**config.mk**
```make
export PLATFORM = sky130hd
export DESIGN_NAME = signed_divider_registers_core
export DESIGN_NICKNAME = d
export VERILOG_FILES = /design/src/hw/rtl/sdr_pkg.sv /design/src/hw/rtl/signed_divider_registers_core.sv /design/src/hw/rtl/sdr_datapath.sv /design/src/hw/rtl/sdr_ctrl.sv
export SDC_FILE = /design/constraint.sdc
export NUM_CORES = 2
export LEC_CHECK = 0
export ABC_AREA = 1
export BUFFER_PORTS_ARGS = -buffer_cell sky130_fd_sc_hd__buf_4
export CAP_MARGIN = 20
export CORE_MARGIN = 2
export CORE_UTILIZATION = 45
export DETAILED_ROUTE_END_ITERATION = 8
export PLACE_DENSITY = 0.6
export SLEW_MARGIN = 20
export SYNTH_ARGS = -nofsm -noshare
export SYNTH_HDL_FRONTEND = slang
export SYNTH_SLANG_ARGS = --single-unit
export TNS_END_PERCENT = 50
```
**constraint.sdc**
```tcl
create_clock -name clk_i -period 3.9 [get_ports clk_i]
set_clock_uncertainty 0.15 [all_clocks]
set_input_delay 0.39 -clock clk_i [delete_from_list [all_inputs] [get_ports clk_i]]
set_output_delay 0.39 -clock clk_i [all_outputs]
set_load 0.005 [all_outputs]
```
**src/hw/rtl/sdr_pkg.sv**
```systemverilog
// Shared types and constants for the register-mapped signed divider.
// No dependencies.
`timescale 1ns / 1ps
`default_nettype none
package sdr_pkg;
  localparam int unsigned DataW = 64;
  localparam int unsigned CntW  = 7;

  localparam logic [2:0] SelCtrl = 3'd0;
  localparam logic [2:0] SelNum  = 3'd1;
  localparam logic [2:0] SelDen  = 3'd2;
  localparam logic [2:0] SelQuo  = 3'd3;
  localparam logic [2:0] SelRem  = 3'd4;

  localparam logic [1:0] Mode3232 = 2'd0;
  localparam logic [1:0] Mode6432 = 2'd1;
  localparam logic [1:0] Mode6464 = 2'd2;

  localparam logic [63:0] NegZeroDiv32 = 64'hFFFF_FFFF_0000_0001;
  localparam logic [63:0] Low32Mask    = 64'h0000_0000_FFFF_FFFF;
  localparam logic [63:0] AllOnes      = 64'hFFFF_FFFF_FFFF_FFFF;
  localparam logic [1:0]  ModeBits     = 2'd3;
  localparam int unsigned ErrBitPos    = 14;

  typedef struct packed {
    logic load;   // latch request, update regs, set up operands
    logic step;   // one restoring iteration
    logic finish; // sign fix-up and result write
  } sdr_cmd_t;

  typedef struct packed {
    logic last_step;
  } sdr_sts_t;
endpackage
`default_nettype wire

```
**src/hw/rtl/signed_divider_registers_core.sv**
```systemverilog
// Top level of the register-mapped signed divider.
// Depends on sdr_pkg, sdr_ctrl, sdr_datapath.
//
// Usage: present a request on operation_i, register_select_i, write_value_i
// and write_mask_i with start high; it is taken at an edge where busy is
// low. Each request gives one result on read_data_o, marked by done_o for
// exactly one cycle; the receiver cannot stall it.
// A read completes with done_o in the cycle after acceptance; busy stays
// low, so reads may follow every cycle.
// A write updates the register, then the restoring divider runs one
// quotient bit per cycle in its Step state, then a sign fix-up in its Fix
// state; done_o is registered at the end of Fix with zero data, and busy
// is high until then. A single shared subtract-and-shift loop does the divide.
// Reset clears mode, flag and all data registers to zero; the block is
// ready as soon as reset is released.
`timescale 1ns / 1ps
`default_nettype none
module signed_divider_registers_core import sdr_pkg::*; (
  input  wire logic             clk_i,
  input  wire logic             rst_ni,
  input  wire logic             start,
  output logic                  busy,
  output logic                  done_o,
  input  wire logic             operation_i,
  input  wire logic [2:0]       register_select_i,
  input  wire logic [DataW-1:0] write_value_i,
  input  wire logic [DataW-1:0] write_mask_i,
  output logic [DataW-1:0]      read_data_o
);
  sdr_cmd_t cmd;
  sdr_sts_t sts;

  sdr_ctrl u_ctrl (
    .clk_i, .rst_ni, .start_i(start), .operation_i, .sts_i(sts),
    .cmd_o(cmd), .busy_o(busy), .done_o
  );

  sdr_datapath u_dp (
    .clk_i, .rst_ni, .cmd_i(cmd), .sts_o(sts), .operation_i,
    .register_select_i, .write_value_i, .write_mask_i, .read_data_o
  );
endmodule
`default_nettype wire

```
**src/hw/rtl/sdr_datapath.sv**
```systemverilog
// Register file and radix-2 restoring divider datapath.
// Depends on sdr_pkg.
`timescale 1ns / 1ps
`default_nettype none
module sdr_datapath import sdr_pkg::*; (
  input  wire logic             clk_i,
  input  wire logic             rst_ni,
  input  wire sdr_cmd_t         cmd_i,
  output sdr_sts_t              sts_o,
  input  wire logic             operation_i,
  input  wire logic [2:0]       register_select_i,
  input  wire logic [DataW-1:0] write_value_i,
  input  wire logic [DataW-1:0] write_mask_i,
  output logic [DataW-1:0]      read_data_o
);
  logic [1:0]       mode_q, mode_d;
  logic             zflag_q;
  logic [DataW-1:0] num_q, num_d, den_q, den_d, quo_q, rem_q;
  logic [DataW-1:0] rd_q, rd_d;
  logic [DataW-1:0] dq_q, dr_q, dd_q;
  logic [CntW-1:0]  cnt_q;
  logic             nneg_q, qneg_q, spec_q;
  logic [DataW-1:0] sq_q, sr_q;
  logic [1:0]       m;

  logic [DataW-1:0] n_op, d_op, sq_d, sr_d;
  logic             spec_d, wide;
  logic [DataW:0]   trial;
  logic [DataW-1:0] rsh;

  always_comb begin
    m      = write_mask_i[1:0] & ModeBits;
    mode_d = mode_q;
    num_d  = num_q;
    den_d  = den_q;
    rd_d   = '0;
    if (operation_i) begin
      unique case (register_select_i)
        SelCtrl: mode_d = (write_value_i[1:0] & m) | (mode_q & ~m);
        SelNum:  num_d = (write_value_i & write_mask_i) | (num_q & ~write_mask_i);
        SelDen:  den_d = (write_value_i & write_mask_i) | (den_q & ~write_mask_i);
        default: ;
      endcase
    end else begin
      unique case (register_select_i)
        SelCtrl: rd_d = DataW'(mode_q) | (DataW'(zflag_q) << ErrBitPos);
        SelNum:  rd_d = num_q;
        SelDen:  rd_d = den_q;
        SelQuo:  rd_d = quo_q;
        SelRem:  rd_d = rem_q;
        default: rd_d = '0;
      endcase
    end
    wide = (mode_d == Mode6432) || (mode_d == Mode6464);
    n_op = wide ? num_d : {{32{num_d[31]}}, num_d[31:0]};
    d_op = (mode_d == Mode6464) ? den_d : {{32{den_d[31]}}, den_d[31:0]};
    spec_d = 1'b1;
    if (wide && n_op == {1'b1, 63'd0} && d_op == AllOnes) begin
      sq_d = {1'b1, 63'd0};
      sr_d = '0;
    end else if (!wide && n_op == 64'hFFFF_FFFF_8000_0000 && d_op == AllOnes) begin
      sq_d = 64'h0000_0000_8000_0000;
      sr_d = '0;
    end else if (d_op == '0) begin
      if (wide) sq_d = n_op[63] ? 64'd1 : AllOnes;
      else      sq_d = n_op[63] ? NegZeroDiv32 : Low32Mask;
      sr_d = n_op;
    end else begin
      spec_d = 1'b0;
      sq_d   = '0;
      sr_d   = '0;
    end
    rsh   = {dr_q[DataW-2:0], dq_q[DataW-1]};
    trial = {1'b0, rsh} - {1'b0, dd_q};
  end

  assign sts_o.last_step = (cnt_q == CntW'(DataW - 1));
  assign read_data_o     = rd_q;

  always_ff @(posedge clk_i or negedge rst_ni) begin
    if (!rst_ni) begin
      mode_q  <= '0;
      zflag_q <= 1'b0;
      num_q   <= '0;
      den_q   <= '0;
      quo_q   <= '0;
      rem_q   <= '0;
      cnt_q   <= '0;
      rd_q    <= '0;
      spec_q  <= 1'b0;
      sq_q    <= '0;
      sr_q    <= '0;
      nneg_q  <= 1'b0;
      qneg_q  <= 1'b0;
      dq_q    <= '0;
      dd_q    <= '0;
      dr_q    <= '0;
    end else if (cmd_i.load) begin
      mode_q <= mode_d;
      num_q  <= num_d;
      den_q  <= den_d;
      rd_q   <= rd_d;
      spec_q <= spec_d;
      sq_q   <= sq_d;
      sr_q   <= sr_d;
      nneg_q <= n_op[63];
      qneg_q <= n_op[63] ^ d_op[63];
      dq_q   <= n_op[63] ? -n_op : n_op;
      dd_q   <= d_op[63] ? -d_op : d_op;
      dr_q   <= '0;
      cnt_q  <= '0;
      if (operation_i) zflag_q <= (den_d == '0);
    end else if (cmd_i.step) begin
      cnt_q <= cnt_q + CntW'(1);
      if (!trial[DataW]) begin
        dr_q <= trial[DataW-1:0];
        dq_q <= {dq_q[DataW-2:0], 1'b1};
      end else begin
        dr_q <= rsh;
        dq_q <= {dq_q[DataW-2:0], 1'b0};
      end
    end else if (cmd_i.finish) begin
      quo_q <= spec_q ? sq_q : (qneg_q ? -dq_q : dq_q);
      rem_q <= spec_q ? sr_q : (nneg_q ? -dr_q : dr_q);
    end
  end

  assert property (@(posedge clk_i) disable iff (!rst_ni)
    cmd_i.step |-> !cmd_i.load && !cmd_i.finish)
    else $error("step overlaps other command");
  assert property (@(posedge clk_i) disable iff (!rst_ni)
    cmd_i.step && !spec_q |=> dr_q < dd_q)
    else $error("partial remainder not below divisor");
  assert property (@(posedge clk_i) disable iff (!rst_ni)
    cmd_i.load && operation_i |=> rd_q == '0)
    else $error("write returns nonzero data");
endmodule
`default_nettype wire

```
**src/hw/rtl/sdr_ctrl.sv**
```systemverilog
// Controller sequencing load, 64 divide steps and fix-up.
// Depends on sdr_pkg.
`timescale 1ns / 1ps
`default_nettype none
module sdr_ctrl import sdr_pkg::*; (
  input  wire logic     clk_i,
  input  wire logic     rst_ni,
  input  wire logic     start_i,
  input  wire logic     operation_i,
  input  wire sdr_sts_t sts_i,
  output sdr_cmd_t      cmd_o,
  output logic          busy_o,
  output logic          done_o
);
  typedef enum logic [1:0] {Idle, Step, Fix} state_e;
  state_e state_q;
  logic   busy_q, done_q;

  always_comb begin
    cmd_o.load   = start_i && !busy_q;
    cmd_o.step   = (state_q == Step);
    cmd_o.finish = (state_q == Fix);
  end
  assign busy_o = busy_q;
  assign done_o = done_q;

  always_ff @(posedge clk_i or negedge rst_ni) begin
    if (!rst_ni) begin
      state_q <= Idle;
      busy_q  <= 1'b0;
      done_q  <= 1'b0;
    end else begin
      done_q <= 1'b0;
      unique case (state_q)
        Idle: begin
          if (start_i && !busy_q) begin
            if (operation_i) begin
              state_q <= Step;
              busy_q  <= 1'b1;
            end else begin
              done_q <= 1'b1;
            end
          end
        end
        Step: begin
          if (sts_i.last_step) state_q <= Fix;
        end
        Fix: begin
          state_q <= Idle;
          busy_q  <= 1'b0;
          done_q  <= 1'b1;
        end
        default: state_q <= Idle;
      endcase
    end
  end

  assert property (@(posedge clk_i) disable iff (!rst_ni)
    (state_q != Idle) |-> busy_q)
    else $error("busy low while dividing");
  assert property (@(posedge clk_i) disable iff (!rst_ni)
    (state_q == Fix) |=> done_q && (state_q == Idle))
    else $error("fix-up did not complete request");
  assert property (@(posedge clk_i) disable iff (!rst_ni)
    (state_q == Step) |-> !done_q)
    else $error("completion while dividing");
endmodule
`default_nettype wire
```
* Yosys cells after proc, flatten, opt, wreduce, memory -nomap -nowiden
Cells that the tools add are included.
** Word-level totals
- Flip-flop bits (word level) :: 657
- Bits in latches :: 0
- RAM bits :: 0
- Bits in read-only memories :: 0
- Bits of input ports :: 135
- Output and inout port bits :: 66
- Logic and storage cells :: 118
- Memories :: 0
** Operators by class
- Add/subtract/negate cells :: 6
- Multiply operators :: 0
- Div/mod/pow operators :: 0
- Order comparisons :: 0
- Equality and inequality tests :: 15
- Shift operators :: 0
- Multiplexer cells :: 46
- Bitwise operators :: 14
- Reduce and logical (&&, ||, !) cells :: 18
** Operator list (count)
- $mux 64 :: 27
- $pmux 64 s5 :: 1
- $neg 64->64 :: 4
- $and 64x64->64 :: 3
- $eq 64x64->1 const B :: 3
- $logic_not 64->1 :: 2
- $or 64x64->64 :: 2
- $sub 64x64->65 :: 1
- $not 64->64 :: 1
- $or 2x15->15 :: 1
- $mux 7 :: 2
- $mux 2 :: 5
- $reduce_and 3->1 :: 3
- $mux 1 :: 8
- $add 7x1->7 const B :: 1
- $eq 7x6->1 const B :: 1
- $eq 3x2->1 const B :: 2
- $logic_and 1x1->1 :: 5
- $and 2x2->2 :: 2
- $eq 2x1->1 const B :: 2
- $eq 2x2->1 const B :: 2
- $ne 2x2->1 const B :: 2
- $pmux 1 s2 :: 2
- $pmux 2 s2 :: 1
- 13 further kinds :: 16

* Longest topological paths before layout
- Depth after elaboration :: 13
- Depth in mapped cells :: 25
- Depth with buffers taken out :: 22

* Hierarchy
A second synthesis with hierarchy kept.
** Second synthesis, totals
- Cell total of the unflattened synthesis :: 6483
- Area total of the unflattened synthesis :: 42442.0 um2
** Modules (own cells, without submodules)
- sdr_datapath :: instances 1, cells each 6459, area an instance 42253.0 um2, sequential area each 14839.2 um2
- sdr_ctrl :: instances 1, cells each 24, area an instance 188.9 um2, sequential area each 100.1 um2

* Worst setup path after synthesis
Ideal clock, no wire load.
- Path type :: input port to flip-flop
- Start point :: in register_select_i[0]
- End point :: reg u_dp.dd_q[61]
- Setup time :: 0.117 ns
- Arrival :: 3.019 ns
- Required time :: 3.633 ns
- Slack :: 0.614 ns
- Stages on the path :: 24
- Path buffers :: 4
- Cells stage by stage :: buf_2 nor2_1 nand2_1 inv_1 nand2_1 nand2_1 o21ai_0 inv_1 ha_1 clkbuf_1 inv_1 nand3_2 buf_4 buf_2 nand2_1 nor2_1 nand2_1 or2_2 nor3_1 nand2_1 nand2_1 nand2_1 nand2_1 nand2_1
** Between the ends
- Word-level cells in the longest chain between the ends :: 7
- Elaborated cells between the ends (all ways) :: 10
- Classes of those cells :: add/sub (1); eq/ne (2); mux (6); reduce/logical (1)
** Ends and longest elaborated chain
- from (decl) :: RTL line signed_divider_registers_core.sv:25 : input wire logic [2:0] register_select_i,
- $logic_not 3->1 * :: RTL line sdr_datapath.sv:38 : unique case (register_select_i)
- $mux 2 * :: RTL line sdr_datapath.sv:38
- $mux 2 * :: RTL line sdr_datapath.sv:37 : if (operation_i) begin
- named net u_dp.mode_d[1] :: RTL line sdr_datapath.sv:16 : logic [1:0] mode_q, mode_d;
- $eq 2x2->1 * :: RTL line sdr_datapath.sv:56 : d_op = (mode_d == Mode6464) ? den_d : {{32{den_d[31]}}, den_d[31:0]};
- $mux 64 * :: RTL line sdr_datapath.sv:56
- $neg 64->64 :: RTL line sdr_datapath.sv:109 : dd_q <= d_op[63] ? -d_op : d_op;
- $mux 64 * :: RTL line sdr_datapath.sv:109
- to (signal assigned) :: RTL line sdr_datapath.sv:109
- to (decl) :: RTL line sdr_datapath.sv:20 : logic [DataW-1:0] dq_q, dr_q, dd_q;
Mark *: on every way through the listed nets, which the timed path passes. The rest lies on a longest branch.
A chain may end at the register's enable or synchronous reset.

* Final worst setup path
- Start point :: reg u_dp.dq_q[63]
- End point :: reg u_dp.dr_q[50]
** Between the ends
- Word-level cells in the longest chain between the ends :: 4
** Ends and longest elaborated chain
- from (decl) :: RTL line sdr_datapath.sv:20
- from (signal assigned) :: RTL line sdr_datapath.sv:108 : dq_q <= n_op[63] ? -n_op : n_op;
- from (signal assigned) :: RTL line sdr_datapath.sv:117 : dq_q <= {dq_q[DataW-2:0], 1'b1};
- from (signal assigned) :: RTL line sdr_datapath.sv:120 : dq_q <= {dq_q[DataW-2:0], 1'b0};
- $sub 64x64->65 :: RTL line sdr_datapath.sv:74 : trial = {1'b0, rsh} - {1'b0, dd_q};
- $mux 64 :: RTL line sdr_datapath.sv:115 : if (!trial[DataW]) begin
- $mux 64 :: RTL line sdr_datapath.sv:113 : end else if (cmd_i.step) begin
- $mux 64 :: RTL line sdr_datapath.sv:98 : end else if (cmd_i.load) begin
- to (signal assigned) :: RTL line sdr_datapath.sv:116 : dr_q <= trial[DataW-1:0];
- to (signal assigned) :: RTL line sdr_datapath.sv:119 : dr_q <= rsh;
- to (decl) :: RTL line sdr_datapath.sv:20
No other way between the ends. The select of a mux whose other input is x is not followed.

==> results.md <==
* Synthesis Warnings at 0
* Largest net degree at the start of global routing at 155
* Yosys top cell by area: dfrtp_1
* Hold Path Stages at 5
* WL per Instance at 26.0 um
* Maximum root-to-sink buffer count at 3
* Data required time of the critical path at 4280 ps
* First-pass GRT wire length at 309000 um
* Mapped Area at 0.0427 sq mm
* TritonCTS clock tree: built
* CP max stage delay at 400 ps
* Initial DRC count at 6820
* Sw Share at 26.2%
* Comb pwr share at 7.9%
* Switching power at 3.82 mW
* Sum of negative setup slack at 0 ps
* Post-CTS Resized at 0
* Initial Util at 45.6%
* Top-area cell type share of the netlist area at 35.0%
* Vias in the first global route at 45500
* Final hold violations at 0
* Critical Path Fanout Max at 4
* Vias per inst at 5.95
* Fin crit share at 93.0%
* Prevailing post-synth register cell: dfrtp_1
* Sequential share of the synthesized area at 35.0%
* Hold EP: u_dp.num_q[60]
* Crit. End Element: flop
* Fin crit period at 3630 ps
* Worst EP arrival at 4010 ps
* # placed instances at 8060
* Clock root buffer: clkbuf_16
* CP Launch Point: u_dp.dq_q[63]
* Total wire length at 214000 um
* Critical path class: flop to flop
* Clock latency on the worst-skew pair at 690 ps
* Reg clk slew, reported paths at 70 ps
* Post-route insts no fill at 8229
* Area Overhead vs Synth at 18.8%
* Reg-to-reg slack, setup at 270 ps
* Final Max Tran Viols at 0
* Critical path depth in cells at 17
* Die Ht at 312 um
* Setup-failing EPs final at 0
* Hold Path Origin: write_value_i[60]
* Layout cells sized above 1 at 11.4%
* Maxcap violations at 0
* Crit-path leading delay family: simple AND/OR/NAND/NOR gates
* Cells after Synth at 6536
* Synth unique cells at 55
* IO Port Bufs at 200
* Core Area at 0.0936 sq mm
* Residual overflow from global routing at 0
* Drt pass-1 iters at 6
* Crit Reg-Reg Endpoint: u_dp.dr_q[50]
* Syn Area/Cell at 6.53 sq um
* Part of the power in registers at 42.5%
* CP Launch Type: flop
* Clock network power share at 49.6%
* Number of synthesized register bits at 597
* Placer Congestion at 1.08
* Final nets at 7118
* Total power at 14.6 mW
* Initial antenna violation count at 9
* Hold Crit Class: input port to flop
* Synth top area cells: dfrtp_1 (35%), nand2_1 (16%), o21ai_0 (7.2%), nor2_1 (7.2%), inv_1 (7.1%)
* CP max-delay cell: dfrtp_1
* Post-synth EDFFs at 0
* Pleak at 25.5 nW
* Post-route ant nets at 0
* Drt drc at 0
* Int Power at 10.8 mW
* # Post-CTS Setup Buffers at 0
* Total nets after synthesis at 6743
* Cell Rows at 112
* RSZ-0062 raised after global routing: no
* Asr flop ratio synth at 100%
* Htree depth at 3
* Die X at 312 um
* R2R depth at 17
* Worst r2r src: u_dp.dq_q[63]
* Peak Freq at 276 MHz
* Crit path cell chain: inv_1, ha_1, fa_1, nand3b_1, nand2_1, buf_4, a21boi_0, inv_1, a21o_1, nand2_1, nand3_1, nand2_1, nand3_1, nand2_1, nand2_1, o21ai_0, nand2_1
* Slew HR at 30.4%
* Worst-margin pin slew at 1040 ps
* Most frequent CP cell: nand2_1
* Die footprint at 0.0973 sq mm
* Status: completed
* Worst Path Buf+Inv at 3
* Dpl hpwl at 170000 um
* Boundary Pins at 201
* Vias at 49000
* Number of buffers created by CTS at 74
* Max VDD drop at 0.320 mV
* P per Cell Area at 288 mW/mm^2
* CTS Sinks at 597
* GRT Total Usage at 43.0%
==> layer usage <==
layer | GRT usage [%] | share of wire (%)
met5 | 0 | 0.029
met4 | 29.9 | 8.3
met3 | 10.2 | 10
met2 | 61.4 | 41
met1 | 57.4 | 40
==> cell usage after synthesis, types with 6 or more instances <==
cell type / number
nand2_1: 1768
nor2_1: 816
inv_1: 811
o21ai_0: 613
nand3_1: 599
dfrtp_1: 597
clkbuf_1: 197
a21oi_1: 192
nand4_1: 96
o22ai_1: 84
ha_1: 71
o211ai_1: 64
nor3_1: 62
a221oi_1: 61
xor2_1: 57
a22oi_1: 56
o31ai_2: 49
o21bai_1: 45
buf_2: 43
buf_1: 42
o221ai_1: 27
xnor2_1: 27
nor4_1: 18
a31oi_1: 15
o21a_1: 14
a21o_1: 11
buf_4: 11
nand3b_1: 11
o21ai_1: 10
a211oi_1: 7
or2_2: 7
a21boi_0: 6
==> cells in the final DEF (no fill, tap or decap), types with 6 or more instances in the layout <==
master,netlist,routed
nor2_2,5,6
a21o_1,11,11
inv_2,5,6
clkbuf_16,0,76
a31oi_1,15,15
o22ai_1,84,84
nand3b_1,11,11
o221ai_1,27,27
clkbuf_8,0,18
buf_12,0,41
nor3_1,62,62
nor2_1,816,814
o211ai_1,64,64
or2_2,7,7
o21ai_0,613,613
o21bai_1,45,45
xnor2_1,27,27
buf_4,11,522
dlygate4sd3_1,0,29
nand2_1,1768,1761
ha_1,71,71
clkinv_2,0,16
clkbuf_1,197,12
nand3_1,599,598
a21boi_0,6,6
o21ai_1,10,9
a22oi_1,56,56
a221oi_1,61,61
nor4_1,18,18
a21oi_1,192,190
xor2_1,57,57
a211oi_1,7,7
inv_1,811,809
nand4_1,96,96
dfrtp_1,597,594
o31ai_2,49,49
o21a_1,14,14
==> how the worst max path moves through the flow <==
stage / end / slack [ps]
after global placement: u_dp.dq_q[63] / -30
final: u_dp.dr_q[50] / 270
after global routing: u_dp.dr_q[50] / 7
after floorplan: u_dp.dd_q[61] / 610
after detailed placement: u_dp.dq_q[63] / 0.5
after CTS: u_dp.dr_q[50] / 340
==> power groups by stage <==
stage | Combinational [mW] | Sequential [mW] | Clock, mW
2_1_floorplan | 0.426 | 6.31 | 0
3_3_place_gp | 1.10 | 6.31 | 0
3_5_place_dp | 1.11 | 6.31 | 0
4_1_cts | 1.13 | 6.19 | 7.26
5_1_grt | 1.22 | 6.19 | 7.49
6_report | 1.15 | 6.19 | 7.23
==> area by class of cell <==
| class | instances | area (sq um) |
|---|---|---|
| diodes | 5 | 12.5 |
| clock buffers | 106 | 2190 |
| clock inverters | 29 | 299 |
| fillers | 9595 | 42900 |
| inverters | 818 | 3080 |
| multi-input cells | 4827 | 23500 |
| flip-flops and latches | 597 | 14900 |
| well taps | 1254 | 1570 |
| repair buffers | 593 | 5040 |
==> worst reg2reg max path, delay by kind of cell, from the launching register on <==
| family | cells | cell delay [ps] |
|---|---|---|
| buffers and inverters | 3 | 480 |
| adder cells (fa/ha/maj) | 2 | 560 |
| flip-flops | 1 | 400 |
| AND/OR/NAND/NOR | 9 | 1150 |
| AO/OA/AOI/OAI | 3 | 770 |
==> cell families (layout without fill, tap and decap cells) <==
group / Yosys count / in the layout / synth area share, %
other: 0 / 5 / 0
and+or+nand+nor: 3399 / 3399 / 32.9
DFF: 597 / 597 / 35.0
AOI/OAI and AO/OA: 1267 / 1267 / 18.1
adders and majority gates: 72 / 72 / 2.13
buffers and inverters: 1112 / 1546 / 10.0
xor gates and xnor gates: 84 / 84 / 1.72
muxes: 5 / 5 / 0.132
==> per-stage QoR <==
stage	hold slack (ps)	util (%)	area, sq um	setup slack [ps]
2_1_floorplan	-55.6	-	42700	614
5_1_grt	34.5	54.1	50700	7.28
3_5_place_dp	316	51.2	47900	0.524
4_1_cts	0.703	54.1	50700	343
3_3_place_gp	310	51.2	47900	-29.3
6_report	13.5	54.1	50700	271
==> flip-flops by register name (all words and copies together) (netlist names), 2 cells and up <==
name              flops
u_ctrl.state_q        2
u_dp.cnt_q            7
u_dp.dd_q            64
u_dp.den_q           63
u_dp.dq_q            64
u_dp.dr_q            64
u_dp.mode_q           2
u_dp.num_q           64
u_dp.quo_q           64
u_dp.read_data_o     64
u_dp.rem_q           64
u_dp.sq_q             5
u_dp.sr_q            64
==> repair_timing <==
action	4_1_cts	5_1_grt
hold buffers	29	0
setup endpoints to repair	0	0
endpoints found under the hold margin	100	0
Note: power is estimated with default switching activity, not from simulation.
